### src/rtl/chs_pkg.sv
// Shared types and codes for the chained hash set engine.
// Used by the controller, the datapath and the top level; depends on nothing.
`timescale 1ns / 1ps

package chs_pkg;

  localparam int FUNC_W   = 2;
  localparam int KEY_W    = 31;
  localparam int STATUS_W = 3;
  localparam int SLOT_W   = 5;

  localparam int BUCKETS_DEF = 16;
  localparam int NODES_DEF   = 20;

  // Operation codes. The unused code is answered as a lookup.
  localparam logic [FUNC_W-1:0] F_LOOKUP = 2'd0;
  localparam logic [FUNC_W-1:0] F_INSERT = 2'd1;
  localparam logic [FUNC_W-1:0] F_DELETE = 2'd2;

  // Result status codes.
  localparam logic [STATUS_W-1:0] R_ABSENT   = 3'd0;
  localparam logic [STATUS_W-1:0] R_PRESENT  = 3'd1;
  localparam logic [STATUS_W-1:0] R_INSERTED = 3'd2;
  localparam logic [STATUS_W-1:0] R_FULL     = 3'd3;
  localparam logic [STATUS_W-1:0] R_DELETED  = 3'd4;
  localparam logic [STATUS_W-1:0] R_NOTFOUND = 3'd5;

  // Per-node status.
  localparam logic [1:0] ST_EMPTY   = 2'd0;
  localparam logic [1:0] ST_USED    = 2'd1;
  localparam logic [1:0] ST_DELETED = 2'd2;

  typedef struct packed {
    logic [FUNC_W-1:0] func;
    logic [KEY_W-1:0]  key;
  } in_t;

  typedef struct packed {
    logic [STATUS_W-1:0] status;
    logic [SLOT_W-1:0]   slot;
  } out_t;

  typedef enum logic [1:0] {
    RD_HEAD,
    RD_NEXT,
    RD_FREE
  } rd_sel_t;

  typedef enum logic [2:0] {
    WR_NONE,
    WR_CLEAR,
    WR_HEAD_INS,
    WR_HEAD_DEL,
    WR_SPARE_INS,
    WR_HEAD_LINK,
    WR_PREV_UNLINK,
    WR_CUR_FREE
  } wr_sel_t;

  typedef enum logic [1:0] {
    SLOT_NONE,
    SLOT_CUR,
    SLOT_HEAD
  } slot_sel_t;

  typedef struct packed {
    logic                in_take;
    logic                rd_en;
    rd_sel_t             rd_sel;
    wr_sel_t             wr_sel;
    logic                cap_head;
    logic                steps_clr;
    logic                steps_inc;
    logic                prev_load;
    logic                free_pop;
    logic                free_push;
    logic                res_load;
    logic [STATUS_W-1:0] res_code;
    slot_sel_t           res_slot;
    logic                out_load;
  } cmd_t;

  typedef struct packed {
    logic [FUNC_W-1:0] func;
    logic              mod_done;
    logic              head_ok;
    logic              key_hit;
    logic              rd_empty;
    logic              next_ok;
    logic              steps_last;
    logic              free_ok;
    logic              head_used;
    logic              out_free;
    logic              clr_last;
  } sts_t;

endpackage

### src/rtl/chs_dp.sv
// Datapath of the chained hash set engine: node memories, bucket hash,
// walk registers, free list head and result register. Depends on chs_pkg.
`timescale 1ns / 1ps

module chs_dp #(
  parameter int BUCKETS = chs_pkg::BUCKETS_DEF,
  parameter int NODES   = chs_pkg::NODES_DEF
) (
  input  logic         clk,
  input  logic         rst,
  input  chs_pkg::in_t req,
  input  chs_pkg::cmd_t cmd,
  output chs_pkg::sts_t sts,
  output chs_pkg::out_t rsp,
  output logic         rsp_valid,
  input  logic         rsp_stall
);

  localparam int IDX_W = $clog2(NODES + 1);
  localparam int AW    = $clog2(NODES);
  localparam int BW    = $clog2(BUCKETS);
  localparam int SW    = $clog2(NODES);
  localparam logic [IDX_W-1:0] NIL       = IDX_W'(NODES);
  localparam logic [IDX_W-1:0] FREE_INIT = (BUCKETS < NODES) ? IDX_W'(BUCKETS) : NIL;
  localparam logic [IDX_W-1:0] LAST_IDX  = IDX_W'(NODES - 1);
  localparam logic [SW-1:0]    LAST_STEP = SW'(NODES - 1);

  logic [chs_pkg::FUNC_W-1:0]   op_func;
  logic [chs_pkg::KEY_W-1:0]    op_key;
  logic [BW-1:0]                head_mod;
  logic                         mod_done;
  logic [31:0]                  head_wide;
  logic [IDX_W-1:0]             head_idx;

  logic [chs_pkg::KEY_W-1:0]    mem_key   [NODES];
  logic [1:0]                   mem_state [NODES];
  logic [IDX_W-1:0]             mem_next  [NODES];

  logic [IDX_W-1:0]             cur;
  logic [chs_pkg::KEY_W-1:0]    rd_key;
  logic [1:0]                   rd_state;
  logic [IDX_W-1:0]             rd_next;
  logic [IDX_W-1:0]             rd_addr;

  logic                         key_we;
  logic                         state_we;
  logic                         next_we;
  logic [IDX_W-1:0]             wr_addr;
  logic [1:0]                   wr_state;
  logic [IDX_W-1:0]             wr_next;

  logic [IDX_W-1:0]             clr_idx;
  logic [31:0]                  clr_wide;
  logic [31:0]                  clr_plus;
  logic [IDX_W-1:0]             clr_init;

  logic [IDX_W-1:0]             prev;
  logic [SW-1:0]                steps;
  logic [1:0]                   head_state;
  logic [IDX_W-1:0]             head_next;
  logic [IDX_W-1:0]             free_head;
  logic [chs_pkg::STATUS_W-1:0] res_status;
  logic [IDX_W-1:0]             res_slot;
  logic [31:0]                  slot_wide;

  always_ff @(posedge clk) begin
    if (cmd.in_take) begin
      op_func <= req.func;
      op_key  <= req.key;
    end
  end

  // Bucket index: a mask for a power-of-two bucket count, otherwise a
  // multiplication by the rounded-up reciprocal, with the product and then
  // the remainder registered. The quotient is exact for every 31-bit key,
  // and the remainder follows from one constant multiply and a subtract.
  generate
    if ((BUCKETS & (BUCKETS - 1)) == 0) begin : g_pow2
      assign head_mod = op_key[BW-1:0];
      assign mod_done = 1'b1;
    end else begin : g_rem
      localparam int KW = chs_pkg::KEY_W;
      localparam int SH = KW + BW;
      localparam longint unsigned RECIP =
        ((64'd1 << SH) + 64'(BUCKETS) - 64'd1) / 64'(BUCKETS);
      localparam logic [31:0] RECIP_C = 32'(RECIP);

      logic [62:0]   prod;
      logic [KW-1:0] quo;
      logic [KW-1:0] rem_full;
      logic [BW-1:0] rem;
      logic [1:0]    mod_cnt;

      assign quo      = KW'(prod >> SH);
      assign rem_full = op_key - KW'(quo * KW'(BUCKETS));

      always_ff @(posedge clk) begin
        if (rst) begin
          mod_cnt <= '0;
        end else if (cmd.in_take) begin
          mod_cnt <= 2'd2;
        end else if (mod_cnt == 2'd2) begin
          mod_cnt <= 2'd1;
          prod    <= 63'(op_key) * 63'(RECIP_C);
        end else if (mod_cnt == 2'd1) begin
          mod_cnt <= 2'd0;
          rem     <= rem_full[BW-1:0];
        end
      end

      assign head_mod = rem;
      assign mod_done = (mod_cnt == '0);
    end
  endgenerate

  assign head_wide = 32'(head_mod);
  assign head_idx  = head_wide[IDX_W-1:0];

  always_comb begin
    unique case (cmd.rd_sel)
      chs_pkg::RD_HEAD: rd_addr = head_idx;
      chs_pkg::RD_NEXT: rd_addr = rd_next;
      chs_pkg::RD_FREE: rd_addr = free_head;
      default:          rd_addr = head_idx;
    endcase
  end

  assign clr_wide = 32'(clr_idx);
  assign clr_plus = clr_wide + 32'd1;
  assign clr_init = (clr_wide < 32'(BUCKETS)) ? NIL : clr_plus[IDX_W-1:0];

  always_comb begin
    key_we   = 1'b0;
    state_we = 1'b0;
    next_we  = 1'b0;
    wr_addr  = head_idx;
    wr_state = chs_pkg::ST_EMPTY;
    wr_next  = NIL;
    unique case (cmd.wr_sel)
      chs_pkg::WR_NONE: begin
      end
      chs_pkg::WR_CLEAR: begin
        wr_addr  = clr_idx;
        state_we = 1'b1;
        next_we  = 1'b1;
        wr_next  = clr_init;
      end
      chs_pkg::WR_HEAD_INS: begin
        key_we   = 1'b1;
        state_we = 1'b1;
        wr_state = chs_pkg::ST_USED;
      end
      chs_pkg::WR_HEAD_DEL: begin
        state_we = 1'b1;
        wr_state = chs_pkg::ST_DELETED;
      end
      chs_pkg::WR_SPARE_INS: begin
        wr_addr  = cur;
        key_we   = 1'b1;
        state_we = 1'b1;
        wr_state = chs_pkg::ST_USED;
        next_we  = 1'b1;
        wr_next  = head_next;
      end
      chs_pkg::WR_HEAD_LINK: begin
        next_we = 1'b1;
        wr_next = cur;
      end
      chs_pkg::WR_PREV_UNLINK: begin
        wr_addr = prev;
        next_we = 1'b1;
        wr_next = rd_next;
      end
      chs_pkg::WR_CUR_FREE: begin
        wr_addr  = cur;
        state_we = 1'b1;
        next_we  = 1'b1;
        wr_next  = free_head;
      end
      default: begin
      end
    endcase
  end

  always_ff @(posedge clk) begin
    if (key_we) begin
      mem_key[wr_addr[AW-1:0]] <= op_key;
    end
    if (state_we) begin
      mem_state[wr_addr[AW-1:0]] <= wr_state;
    end
    if (next_we) begin
      mem_next[wr_addr[AW-1:0]] <= wr_next;
    end
    if (cmd.rd_en) begin
      cur      <= rd_addr;
      rd_key   <= mem_key[rd_addr[AW-1:0]];
      rd_state <= mem_state[rd_addr[AW-1:0]];
      rd_next  <= mem_next[rd_addr[AW-1:0]];
    end
  end

  always_ff @(posedge clk) begin
    if (cmd.prev_load) begin
      prev <= cur;
    end
    if (cmd.steps_clr) begin
      steps <= '0;
    end else if (cmd.steps_inc) begin
      steps <= steps + SW'(1);
    end
    if (cmd.cap_head) begin
      head_state <= rd_state;
      head_next  <= rd_next;
    end
    if (cmd.res_load) begin
      res_status <= cmd.res_code;
      unique case (cmd.res_slot)
        chs_pkg::SLOT_NONE: res_slot <= NIL;
        chs_pkg::SLOT_CUR:  res_slot <= cur;
        chs_pkg::SLOT_HEAD: res_slot <= head_idx;
        default:            res_slot <= NIL;
      endcase
    end
  end

  always_ff @(posedge clk) begin
    if (rst) begin
      clr_idx   <= '0;
      free_head <= FREE_INIT;
    end else begin
      if (cmd.wr_sel == chs_pkg::WR_CLEAR) begin
        clr_idx <= clr_idx + IDX_W'(1);
      end
      if (cmd.free_pop) begin
        free_head <= rd_next;
      end else if (cmd.free_push) begin
        free_head <= cur;
      end
    end
  end

  assign slot_wide = 32'(res_slot);

  always_ff @(posedge clk) begin
    if (rst) begin
      rsp_valid <= 1'b0;
    end else if (cmd.out_load) begin
      rsp_valid <= 1'b1;
    end else if (!rsp_stall) begin
      rsp_valid <= 1'b0;
    end
    if (cmd.out_load) begin
      rsp.status <= res_status;
      rsp.slot   <= slot_wide[chs_pkg::SLOT_W-1:0];
    end
  end

  always_comb begin
    sts.func       = op_func;
    sts.mod_done   = mod_done;
    sts.head_ok    = (head_wide < 32'(NODES));
    sts.key_hit    = (rd_state == chs_pkg::ST_USED) && (rd_key == op_key);
    sts.rd_empty   = (rd_state == chs_pkg::ST_EMPTY);
    sts.next_ok    = (rd_next < NIL);
    sts.steps_last = (steps == LAST_STEP);
    sts.free_ok    = (free_head < NIL);
    sts.head_used  = (head_state == chs_pkg::ST_USED);
    sts.out_free   = !rsp_valid || !rsp_stall;
    sts.clr_last   = (clr_idx == LAST_IDX);
  end

endmodule

### src/rtl/chs_ctrl.sv
// Controller of the chained hash set engine: sequences the clearing pass,
// the hash, chain walks and updates. Depends on chs_pkg.
`timescale 1ns / 1ps

module chs_ctrl (
  input  logic          clk,
  input  logic          rst,
  input  logic          req_valid,
  output logic          req_stall,
  input  chs_pkg::sts_t sts,
  output chs_pkg::cmd_t cmd
);

  typedef enum logic [3:0] {
    S_CLEAR,
    S_IDLE,
    S_MOD,
    S_HEAD,
    S_FIRST,
    S_WALK,
    S_INS,
    S_LINK,
    S_HLINK,
    S_DFIRST,
    S_DWALK,
    S_DFREE,
    S_DONE
  } state_t;

  state_t state;
  state_t state_next;
  logic   is_insert;
  logic   is_delete;

  assign is_insert = (sts.func == chs_pkg::F_INSERT);
  assign is_delete = (sts.func == chs_pkg::F_DELETE);

  always_comb begin
    state_next    = state;
    cmd           = '0;
    cmd.rd_sel    = chs_pkg::RD_HEAD;
    cmd.wr_sel    = chs_pkg::WR_NONE;
    cmd.res_code  = chs_pkg::R_ABSENT;
    cmd.res_slot  = chs_pkg::SLOT_NONE;
    unique case (state)
      S_CLEAR: begin
        cmd.wr_sel = chs_pkg::WR_CLEAR;
        if (sts.clr_last) begin
          state_next = S_IDLE;
        end
      end
      S_IDLE: begin
        if (req_valid) begin
          cmd.in_take = 1'b1;
          state_next  = S_MOD;
        end
      end
      S_MOD: begin
        if (sts.mod_done) begin
          state_next = S_HEAD;
        end
      end
      S_HEAD: begin
        if (!sts.head_ok) begin
          cmd.res_load = 1'b1;
          if (is_insert) begin
            cmd.res_code = chs_pkg::R_FULL;
          end else if (is_delete) begin
            cmd.res_code = chs_pkg::R_NOTFOUND;
          end
          state_next = S_DONE;
        end else begin
          cmd.rd_en     = 1'b1;
          cmd.steps_clr = 1'b1;
          state_next    = is_delete ? S_DFIRST : S_FIRST;
        end
      end
      S_FIRST, S_WALK: begin
        cmd.cap_head = (state == S_FIRST);
        if (sts.key_hit) begin
          cmd.res_load = 1'b1;
          cmd.res_code = chs_pkg::R_PRESENT;
          cmd.res_slot = chs_pkg::SLOT_CUR;
          state_next   = S_DONE;
        end else if (sts.rd_empty || !sts.next_ok || sts.steps_last) begin
          if (is_insert) begin
            state_next = S_INS;
          end else begin
            cmd.res_load = 1'b1;
            state_next   = S_DONE;
          end
        end else begin
          cmd.rd_en     = 1'b1;
          cmd.rd_sel    = chs_pkg::RD_NEXT;
          cmd.steps_inc = 1'b1;
          state_next    = S_WALK;
        end
      end
      S_INS: begin
        if (!sts.head_used) begin
          cmd.wr_sel   = chs_pkg::WR_HEAD_INS;
          cmd.res_load = 1'b1;
          cmd.res_code = chs_pkg::R_INSERTED;
          cmd.res_slot = chs_pkg::SLOT_HEAD;
          state_next   = S_DONE;
        end else if (!sts.free_ok) begin
          cmd.res_load = 1'b1;
          cmd.res_code = chs_pkg::R_FULL;
          state_next   = S_DONE;
        end else begin
          cmd.rd_en  = 1'b1;
          cmd.rd_sel = chs_pkg::RD_FREE;
          state_next = S_LINK;
        end
      end
      S_LINK: begin
        cmd.wr_sel   = chs_pkg::WR_SPARE_INS;
        cmd.free_pop = 1'b1;
        state_next   = S_HLINK;
      end
      S_HLINK: begin
        cmd.wr_sel   = chs_pkg::WR_HEAD_LINK;
        cmd.res_load = 1'b1;
        cmd.res_code = chs_pkg::R_INSERTED;
        cmd.res_slot = chs_pkg::SLOT_CUR;
        state_next   = S_DONE;
      end
      S_DFIRST: begin
        if (sts.key_hit) begin
          cmd.wr_sel   = chs_pkg::WR_HEAD_DEL;
          cmd.res_load = 1'b1;
          cmd.res_code = chs_pkg::R_DELETED;
          cmd.res_slot = chs_pkg::SLOT_HEAD;
          state_next   = S_DONE;
        end else begin
          cmd.prev_load = 1'b1;
          if (!sts.next_ok) begin
            cmd.res_load = 1'b1;
            cmd.res_code = chs_pkg::R_NOTFOUND;
            state_next   = S_DONE;
          end else begin
            cmd.rd_en     = 1'b1;
            cmd.rd_sel    = chs_pkg::RD_NEXT;
            cmd.steps_clr = 1'b1;
            state_next    = S_DWALK;
          end
        end
      end
      S_DWALK: begin
        if (sts.key_hit) begin
          cmd.wr_sel = chs_pkg::WR_PREV_UNLINK;
          state_next = S_DFREE;
        end else if (sts.steps_last || !sts.next_ok) begin
          cmd.res_load = 1'b1;
          cmd.res_code = chs_pkg::R_NOTFOUND;
          state_next   = S_DONE;
        end else begin
          cmd.prev_load = 1'b1;
          cmd.rd_en     = 1'b1;
          cmd.rd_sel    = chs_pkg::RD_NEXT;
          cmd.steps_inc = 1'b1;
        end
      end
      S_DFREE: begin
        cmd.wr_sel    = chs_pkg::WR_CUR_FREE;
        cmd.free_push = 1'b1;
        cmd.res_load  = 1'b1;
        cmd.res_code  = chs_pkg::R_DELETED;
        cmd.res_slot  = chs_pkg::SLOT_CUR;
        state_next    = S_DONE;
      end
      S_DONE: begin
        if (sts.out_free) begin
          cmd.out_load = 1'b1;
          state_next   = S_IDLE;
        end
      end
      default: begin
        state_next = S_IDLE;
      end
    endcase
  end

  // The request stall is high in every state but idle.
  always_ff @(posedge clk) begin
    if (rst) begin
      state     <= S_CLEAR;
      req_stall <= 1'b1;
    end else begin
      state     <= state_next;
      req_stall <= (state_next != S_IDLE);
    end
  end

endmodule

### src/rtl/chained_hash_set_engine.sv
// Top level of the chained hash set engine: joins the controller and the
// datapath. Depends on chs_pkg, chs_ctrl and chs_dp.
`timescale 1ns / 1ps

// Usage
// The request channel (req_valid, req_stall, req) carries one operation per
// beat: func selects lookup, insert or delete and key is the 31-bit key. The
// response channel (rsp_valid, rsp_stall, rsp) returns exactly one beat per
// request with a status code and the node slot involved (NODES when none).
// A beat moves on a rising edge where valid is high and stall is low.
// Requests are handled one at a time. Chain nodes are visited one per cycle,
// limited by the single read port of the node memory. An insert into a new
// chain node passes extra states to take a spare node and link it, and a
// delete that unlinks a chain node passes an extra state to free it. A
// bucket count that is not a power of two adds the reciprocal
// multiplication that forms the bucket index.
// After reset the block clears node status and rebuilds the free list in a
// clearing pass, with req_stall high throughout.
// A finished response waits in an output register; while the receiver
// stalls, the block still takes and works on the next request, and only
// holds it back at the point of delivering its response.

module chained_hash_set_engine #(
  parameter int BUCKETS = chs_pkg::BUCKETS_DEF,
  parameter int NODES   = chs_pkg::NODES_DEF
) (
  input  logic          clk,
  input  logic          rst,
  input  logic          req_valid,
  output logic          req_stall,
  input  chs_pkg::in_t  req,
  output logic          rsp_valid,
  input  logic          rsp_stall,
  output chs_pkg::out_t rsp
);

  // Command and status bundles between the sequencer and the datapath.
  chs_pkg::cmd_t cmd;
  chs_pkg::sts_t sts;

  chs_ctrl u_ctrl (
    .clk       (clk),
    .rst       (rst),
    .req_valid (req_valid),
    .req_stall (req_stall),
    .sts       (sts),
    .cmd       (cmd)
  );

  chs_dp #(
    .BUCKETS (BUCKETS),
    .NODES   (NODES)
  ) u_dp (
    .clk       (clk),
    .rst       (rst),
    .req       (req),
    .cmd       (cmd),
    .sts       (sts),
    .rsp       (rsp),
    .rsp_valid (rsp_valid),
    .rsp_stall (rsp_stall)
  );

endmodule

### config.mk
export PLATFORM = sky130hd
export DESIGN_NAME = chained_hash_set_engine
export DESIGN_NICKNAME = d
export VERILOG_FILES = /design/src/rtl/chs_pkg.sv /design/src/rtl/chs_dp.sv /design/src/rtl/chs_ctrl.sv /design/src/rtl/chained_hash_set_engine.sv
export SDC_FILE = /design/constraint.sdc
export NUM_CORES = 1
export LEC_CHECK = 0
export ABC_AREA = 1
export BUFFER_PORTS_ARGS = -buffer_cell sky130_fd_sc_hd__buf_2
export CORE_ASPECT_RATIO = 0.5
export CORE_UTILIZATION = 43
export CTS_CLUSTER_DIAMETER = 40
export CTS_CLUSTER_SIZE = 25
export DETAILED_ROUTE_END_ITERATION = 8
export SETUP_SLACK_MARGIN = 0.4
export SLEW_MARGIN = 20
export SYNTH_ARGS = -nofsm -noshare
export SYNTH_HDL_FRONTEND = slang
export SYNTH_SLANG_ARGS = --single-unit
### constraint.sdc
create_clock -name clk -period 10 [get_ports clk]
set_input_delay 0 -clock clk [delete_from_list [all_inputs] [get_ports clk]]
set_output_delay 0 -clock clk [all_outputs]
set_load 0.01 [all_outputs]
# Word level (Yosys, flattened, before mapping)

Memory sizes are Yosys's and may differ from the RTL's. A register that Yosys moved wholly into a read port is not among the register bits.
Index checks and enable logic that the tools add are counted.

Register bits: 87
Memory bits (writable): 760
Input port bits: 37
Output and inout bits: 10
Word-level logic and storage cells: 158
Memories: 3

Add/sub/neg operators: 3
Magnitude comparators: 4
Equal/unequal tests: 32
Mux-type cells: 83
Reductions and logical operators: 17

Memory list:

| memory         | depth | width | rd ports | clocked after Yosys merged registers in | wr ports | line         | RTL |
|---|---|---|---|---|---|---|---|
| u_dp.mem_key   | 20    | 31    | 1        | 1                                       | 1        | chs_dp.sv:35 | `logic [chs_pkg::KEY_W-1:0] mem_key [NODES];` |
| u_dp.mem_next  | 20    | 5     | 1        | 1                                       | 1        | chs_dp.sv:37 | `logic [IDX_W-1:0] mem_next [NODES];` |
| u_dp.mem_state | 20    | 2     | 1        | 1                                       | 1        | chs_dp.sv:36 | `logic [1:0] mem_state [NODES];` |

Operators by type and width:

| operator              | count |
|---|---|
| $mux W4               | 19 |
| $pmux W4 S11          | 1 |
| $mux W3               | 14 |
| $eq A31 B31 Y1        | 1 |
| $pmux W4 S7           | 1 |
| $mux W1               | 27 |
| $pmux W5 S5           | 1 |
| $pmux W3 S7           | 1 |
| $eq A4 B4 Y1 const B  | 5 |
| $pmux W5 S2           | 2 |
| $eq A4 B3 Y1 const B  | 4 |
| $pmux W2 S4           | 2 |
| $add A5 B1 Y5 const B | 3 |
| $lt A5 B5 Y1 const B  | 3 |
| $mux W5               | 3 |
| $pmux W5 S3           | 1 |
| $eq A3 B3 Y1 const B  | 4 |
| $mux W2               | 6 |
| $eq A2 B1 Y1 const B  | 5 |
| $eq A5 B5 Y1 const B  | 2 |
| $reduce_or A5 Y1      | 2 |
| $eq A4 B2 Y1 const B  | 2 |
| $reduce_or A2 Y1      | 4 |
| $eq A2 B2 Y1 const B  | 3 |
| 15 further kinds      | 23 |

# Longest topological paths before layout

Depth in word-level cells: 9
Mapped depth: 26
Depth with buffers taken out: 24

# Hierarchy

Synthesis repeated with hierarchy kept, for this count alone.

Cells, all modules: 3543
Area total of the unflattened synthesis: 38765.9 um2

By module, submodules not included:

| module   | instances | cells each | area an instance (um2) | sequential area each (um2) |
|---|---|---|---|---|
| chs_dp   | 1         | 3397       | 38025.2                | 26265.2 |
| chs_ctrl | 1         | 146        | 740.7                  | 100.1 |

# Least setup slack after synthesis

OpenSTA, ideal clock, no wires.

Kind: register to register
Start: register u_ctrl.state[1]
End: memory u_dp.mem_key[8][0] in the netlist's numbering, enable pin
Setup time: 0.458 ns
Arrival: 3.891 ns
Required time: 9.542 ns
Path slack: 5.651 ns
Cell stages (with the launch flop): 8
Path buffers: 1
Clock period less this slack: 4.349 ns
Cell sequence: dfxtp_1 nand2_1 nor2_4 clkinv_1 nand2_1 inv_1 clkbuf_1 nor3_1

Word-level cells in the longest chain between the ends: 7
Elaborated cells on any way between the ends: 19
Those cells by class: eq/ne: 11; mux: 5; reduce/logical: 3

RTL lines:

| what                                                | line            | RTL |
|---|---|---|
| from (decl)                                         | chs_ctrl.sv:30  | `state_t state;` |
| from (signal assigned)                              | chs_ctrl.sv:190 | `state <= state_next;` |
| $eq A4 B4 Y1 (tied with other cells)                | chs_ctrl.sv:45  | `unique case (state)` |
| $pmux W3 S7 *                                       | chs_ctrl.sv:45  |  |
| $eq A3 B2 Y1 / $eq A3 B3 Y1 (equally long branches) | chs_dp.sv:139   | `unique case (cmd.wr_sel)` |
| $reduce_or A2 Y1 (no source line)                   | --              |  |
| $mux W1                                             | chs_dp.sv:139   |  |
| $mux W1                                             | chs_dp.sv:186   | `if (key_we) begin` |
| $mux W1 (not written as such)                       | chs_dp.sv:187   | `mem_key[wr_addr[AW-1:0]] <= op_key;` |
| to (decl)                                           | chs_dp.sv:35    |  |

Mark *: on every way between the ends. The rest lies on a longest branch, timed or not.

# Final worst setup path

Start: register u_dp.op_key[10] in the netlist's numbering
End: register u_dp.rd_key[19] in the netlist's numbering (read register of u_dp.mem_key) (data pin)

Word-level cells in the longest chain between the ends: 6
Elaborated cells on any way between the ends: 10
Those cells by class: eq/ne: 3; mux: 6; reduce/logical: 1

RTL lines:

| what                                                | line                                             | RTL |
|---|---|---|
| from (decl)                                         | chs_dp.sv:29                                     | `logic [chs_pkg::KEY_W-1:0] op_key;` |
| from (signal assigned)                              | chs_dp.sv:69                                     | `op_key <= req.key;` |
| $eq A31 B31 Y1 *                                    | chs_dp.sv:263                                    | `sts.key_hit = (rd_state == chs_pkg::ST_USED) && (rd_key == op_key);` |
| $logic_and A1 B1 Y1 *                               | chs_dp.sv:263                                    |  |
| $mux W3, on equally long branches                   | chs_ctrl.sv:150, chs_ctrl.sv:80, chs_ctrl.sv:129 |  |
| $pmux W2 S4                                         | chs_ctrl.sv:45                                   |  |
| $eq A2 B2 Y1 / $eq A2 B1 Y1 (equally long branches) | chs_dp.sv:120                                    | `unique case (cmd.rd_sel)` |
| $pmux W5 S2                                         | chs_dp.sv:120                                    |  |
| to (decl)                                           | chs_dp.sv:40                                     | `logic [chs_pkg::KEY_W-1:0] rd_key;` |

Marks and branches as above.
A chain may end at the register's enable or synchronous reset.

==> metrics <==
Root Buffer clkbuf_16; Chip Width 414 um; initial DRC count 2693; Cell variety after synth 47; Synth Register Bits 885; std cell rows 75; Setup violations, final 0; Syn Std Cell Area 36500 um2; IO buf count 46; CTS Buffer Depth 3; Syn Nets 2827; Slew headroom 16.8%; asr flop ratio synth 0%; Max Cap Viol 0; setup TNS 0 ns; fraction of layout cells with a size suffix above 1 14.3%; total CTS buffers 77; antenna cell count 0; Clock Latency Late Sink 0.65 ns; RSZ-0062 raised after global routing false; R2R depth 23; die area 86000 um2; skew final 0.0263 ns; placed insts 3826; crit start category flop; final period utilization 63.2%; fin cells 4002; Final ANT Viol Nets 0; Vias 22700; detailed-route DRC error count 1; largest net degree at the start of global routing 222; Ys Warns 0; number of vias per cell 5.68; All-Layer GR Usage 21.7%; first-pass GRT wire length 138000 um; CTS resizes 0; most frequent cells in the layout 864 x edfxtp_1, 360 x nand2_1, 333 x nor2_1, 286 x o21ai_0, 155 x o221ai_1; CTS Sinks 885; Syn Inst Count 2783; die height 208 um; routability cong. 0.842; I/O pin total 47; Slew @ Worst Pin 1.25 ns; Worst-path clk slew 0.08 ns; syn_area_per_cell 13.1 um2; WP data arrival 6.72 ns; worst hold stages 2; finished layout cell area 40900 um2; maximum clock rate 158 MHz; PD cells 177 nW/um2; core area 83900 um2; final core occ 48.8%; Peak VDD IR 0.130 mV; vias in the first global route 21300; per-cell routed wire length 23.2 um; Post-CTS Setup Inserts 0; H-tree depth 3; crit path capture type flop; Final Net Count 2869; Pleak 14.0 nW; first drt pass iteration count 8; grt ovf 0; post-route minimum period 6.32 ns; Area after DPL 37900 um2; Worst EP required 10.40 ns; ys flop type edfxtp_1; CTS tree built; max-slew violations 0; most common cell after layout, fill and taps aside edfxtp_1; Final Hold Viols 0; WL final 93000 um; status complete, but fails checks; antenna violations before repair 0; worst-path fanout max 209; EDFF count, synth 864; HP Class input pin to flop; failing checks design-rule violations; P&R area growth vs syn 12.2%; HPWL after DPL 45500 um; Initial Util 43.5%; path type of the worst setup path flop to flop; sequential share of the synthesized area 72.3%
[logic make-up (layout without fill, tap and decap cells)]
logic type	count (synthesis)	count (layout)	synth area share [%]
flops	885	885	72.3
simple gates	981	981	12.5
buf+inv	313	416	3.59
compound gates	520	520	9.27
fa+ha+maj	7	7	0.240
xor+xnor	2	2	0.0480
mux	75	75	2.06
[layout make-up]
type | instances | area (um2)
multi-input combinational | 1585 | 8970
tap | 1116 | 1400
timing repair buffer | 129 | 981
fill | 7338 | 43000
clock buffer | 83 | 1990
inverter | 147 | 571
clock inverter | 57 | 654
sequential | 885 | 26400
[where the power goes]
part	switching (mW)	internal, mW	leakage [nW]
logic	0.0499	0.0286	4.91
registers	0.00756	4.02	7.85
clock network	1.50	1.63	1.28
total	1.56	5.68	14.0
[worst max-delay path: stages, from the launching register on]
cell and delay [ns]:
edfxtp_1 0.78, nand2_1 0.12, nand2_1 0.10, nand2_1 0.12, nor2_1 0.26, nand2_1 0.10, nor2_2 0.34, nand2_2 0.18
nand2_1 0.13, nand2_1 0.17, nor2_1 0.23, inv_1 0.07, ha_1 0.29, inv_1 0.27, nand3_1 0.18, nand2_4 0.35
buf_4 0.63, buf_12 0.69, mux2i_1 0.29, o221ai_1 0.13, nand3_1 0.15, nand2_1 0.08, nand2_1 0.06, nand2_1 0.06
[worst paths after layout]
check                        startpoint                   endpoint  slack [ns]
max           u_dp.op_key[10]$_DFFE_PP_  u_dp.rd_key[19]$_DFFE_PP_        3.68
min                             req[20]  u_dp.op_key[20]$_DFFE_PP_        0.05
max reg2reg   u_dp.op_key[10]$_DFFE_PP_  u_dp.rd_key[19]$_DFFE_PP_        3.68
min reg2reg  u_dp.res_slot[3]$_DFFE_PP_      u_dp.rsp[3]$_DFFE_PP_        0.43
[flip-flops by register name, indices dropped and copies added, names as in the netlist, 8 cells and up]
signal,cells
u_dp.mem_next,100
u_dp.mem_key,620
u_dp.rsp,8
u_dp.op_key,31
u_dp.mem_state,40
u_dp.rd_key,31
[cell usage after synthesis, types with 38 or more instances]
cell	count	area [um2]
clkbuf_1	116	435
edfxtp_1	864	25900
inv_1	130	488
mux2i_1	75	751
nand2_1	362	1360
nand3_1	104	521
nor2_1	338	1270
nor3_2	45	450
o21ai_0	287	1440
o221ai_1	155	1360
o32ai_1	38	333
or2_2	77	482
[per-layer routing]
| metal | vias to the layer above | track usage, % | wire, um |
|---|---|---|---|
| met2 | 873 | 31.9 | 40800 |
| met4 | 0 | 5.49 | 2010 |
| met3 | 128 | 3.18 | 7380 |
| met5 | - | 0 | 0 |
| li1 | 10300 | - | - |
| met1 | 11400 | 33.6 | 42800 |
[stage by stage]
stage | hold slack (ns) | total power [mW] | setup WS [ns]
2_1_floorplan | 0.0989 | 4.16 | 5.65
3_3_place_gp | 0.176 | 4.18 | 3.89
3_5_place_dp | 0.178 | 4.18 | 3.77
4_1_cts | 0.0243 | 7.29 | 3.76
5_1_grt | 0.0386 | 7.43 | 3.18
6_report | 0.0516 | 7.24 | 3.68
[timing repair]
item,CTS,global route
hold endpoints to repair,56,0
setup endpoints to repair,0,0
hold buffers,36,0
(Power assumes the default switching activity.)
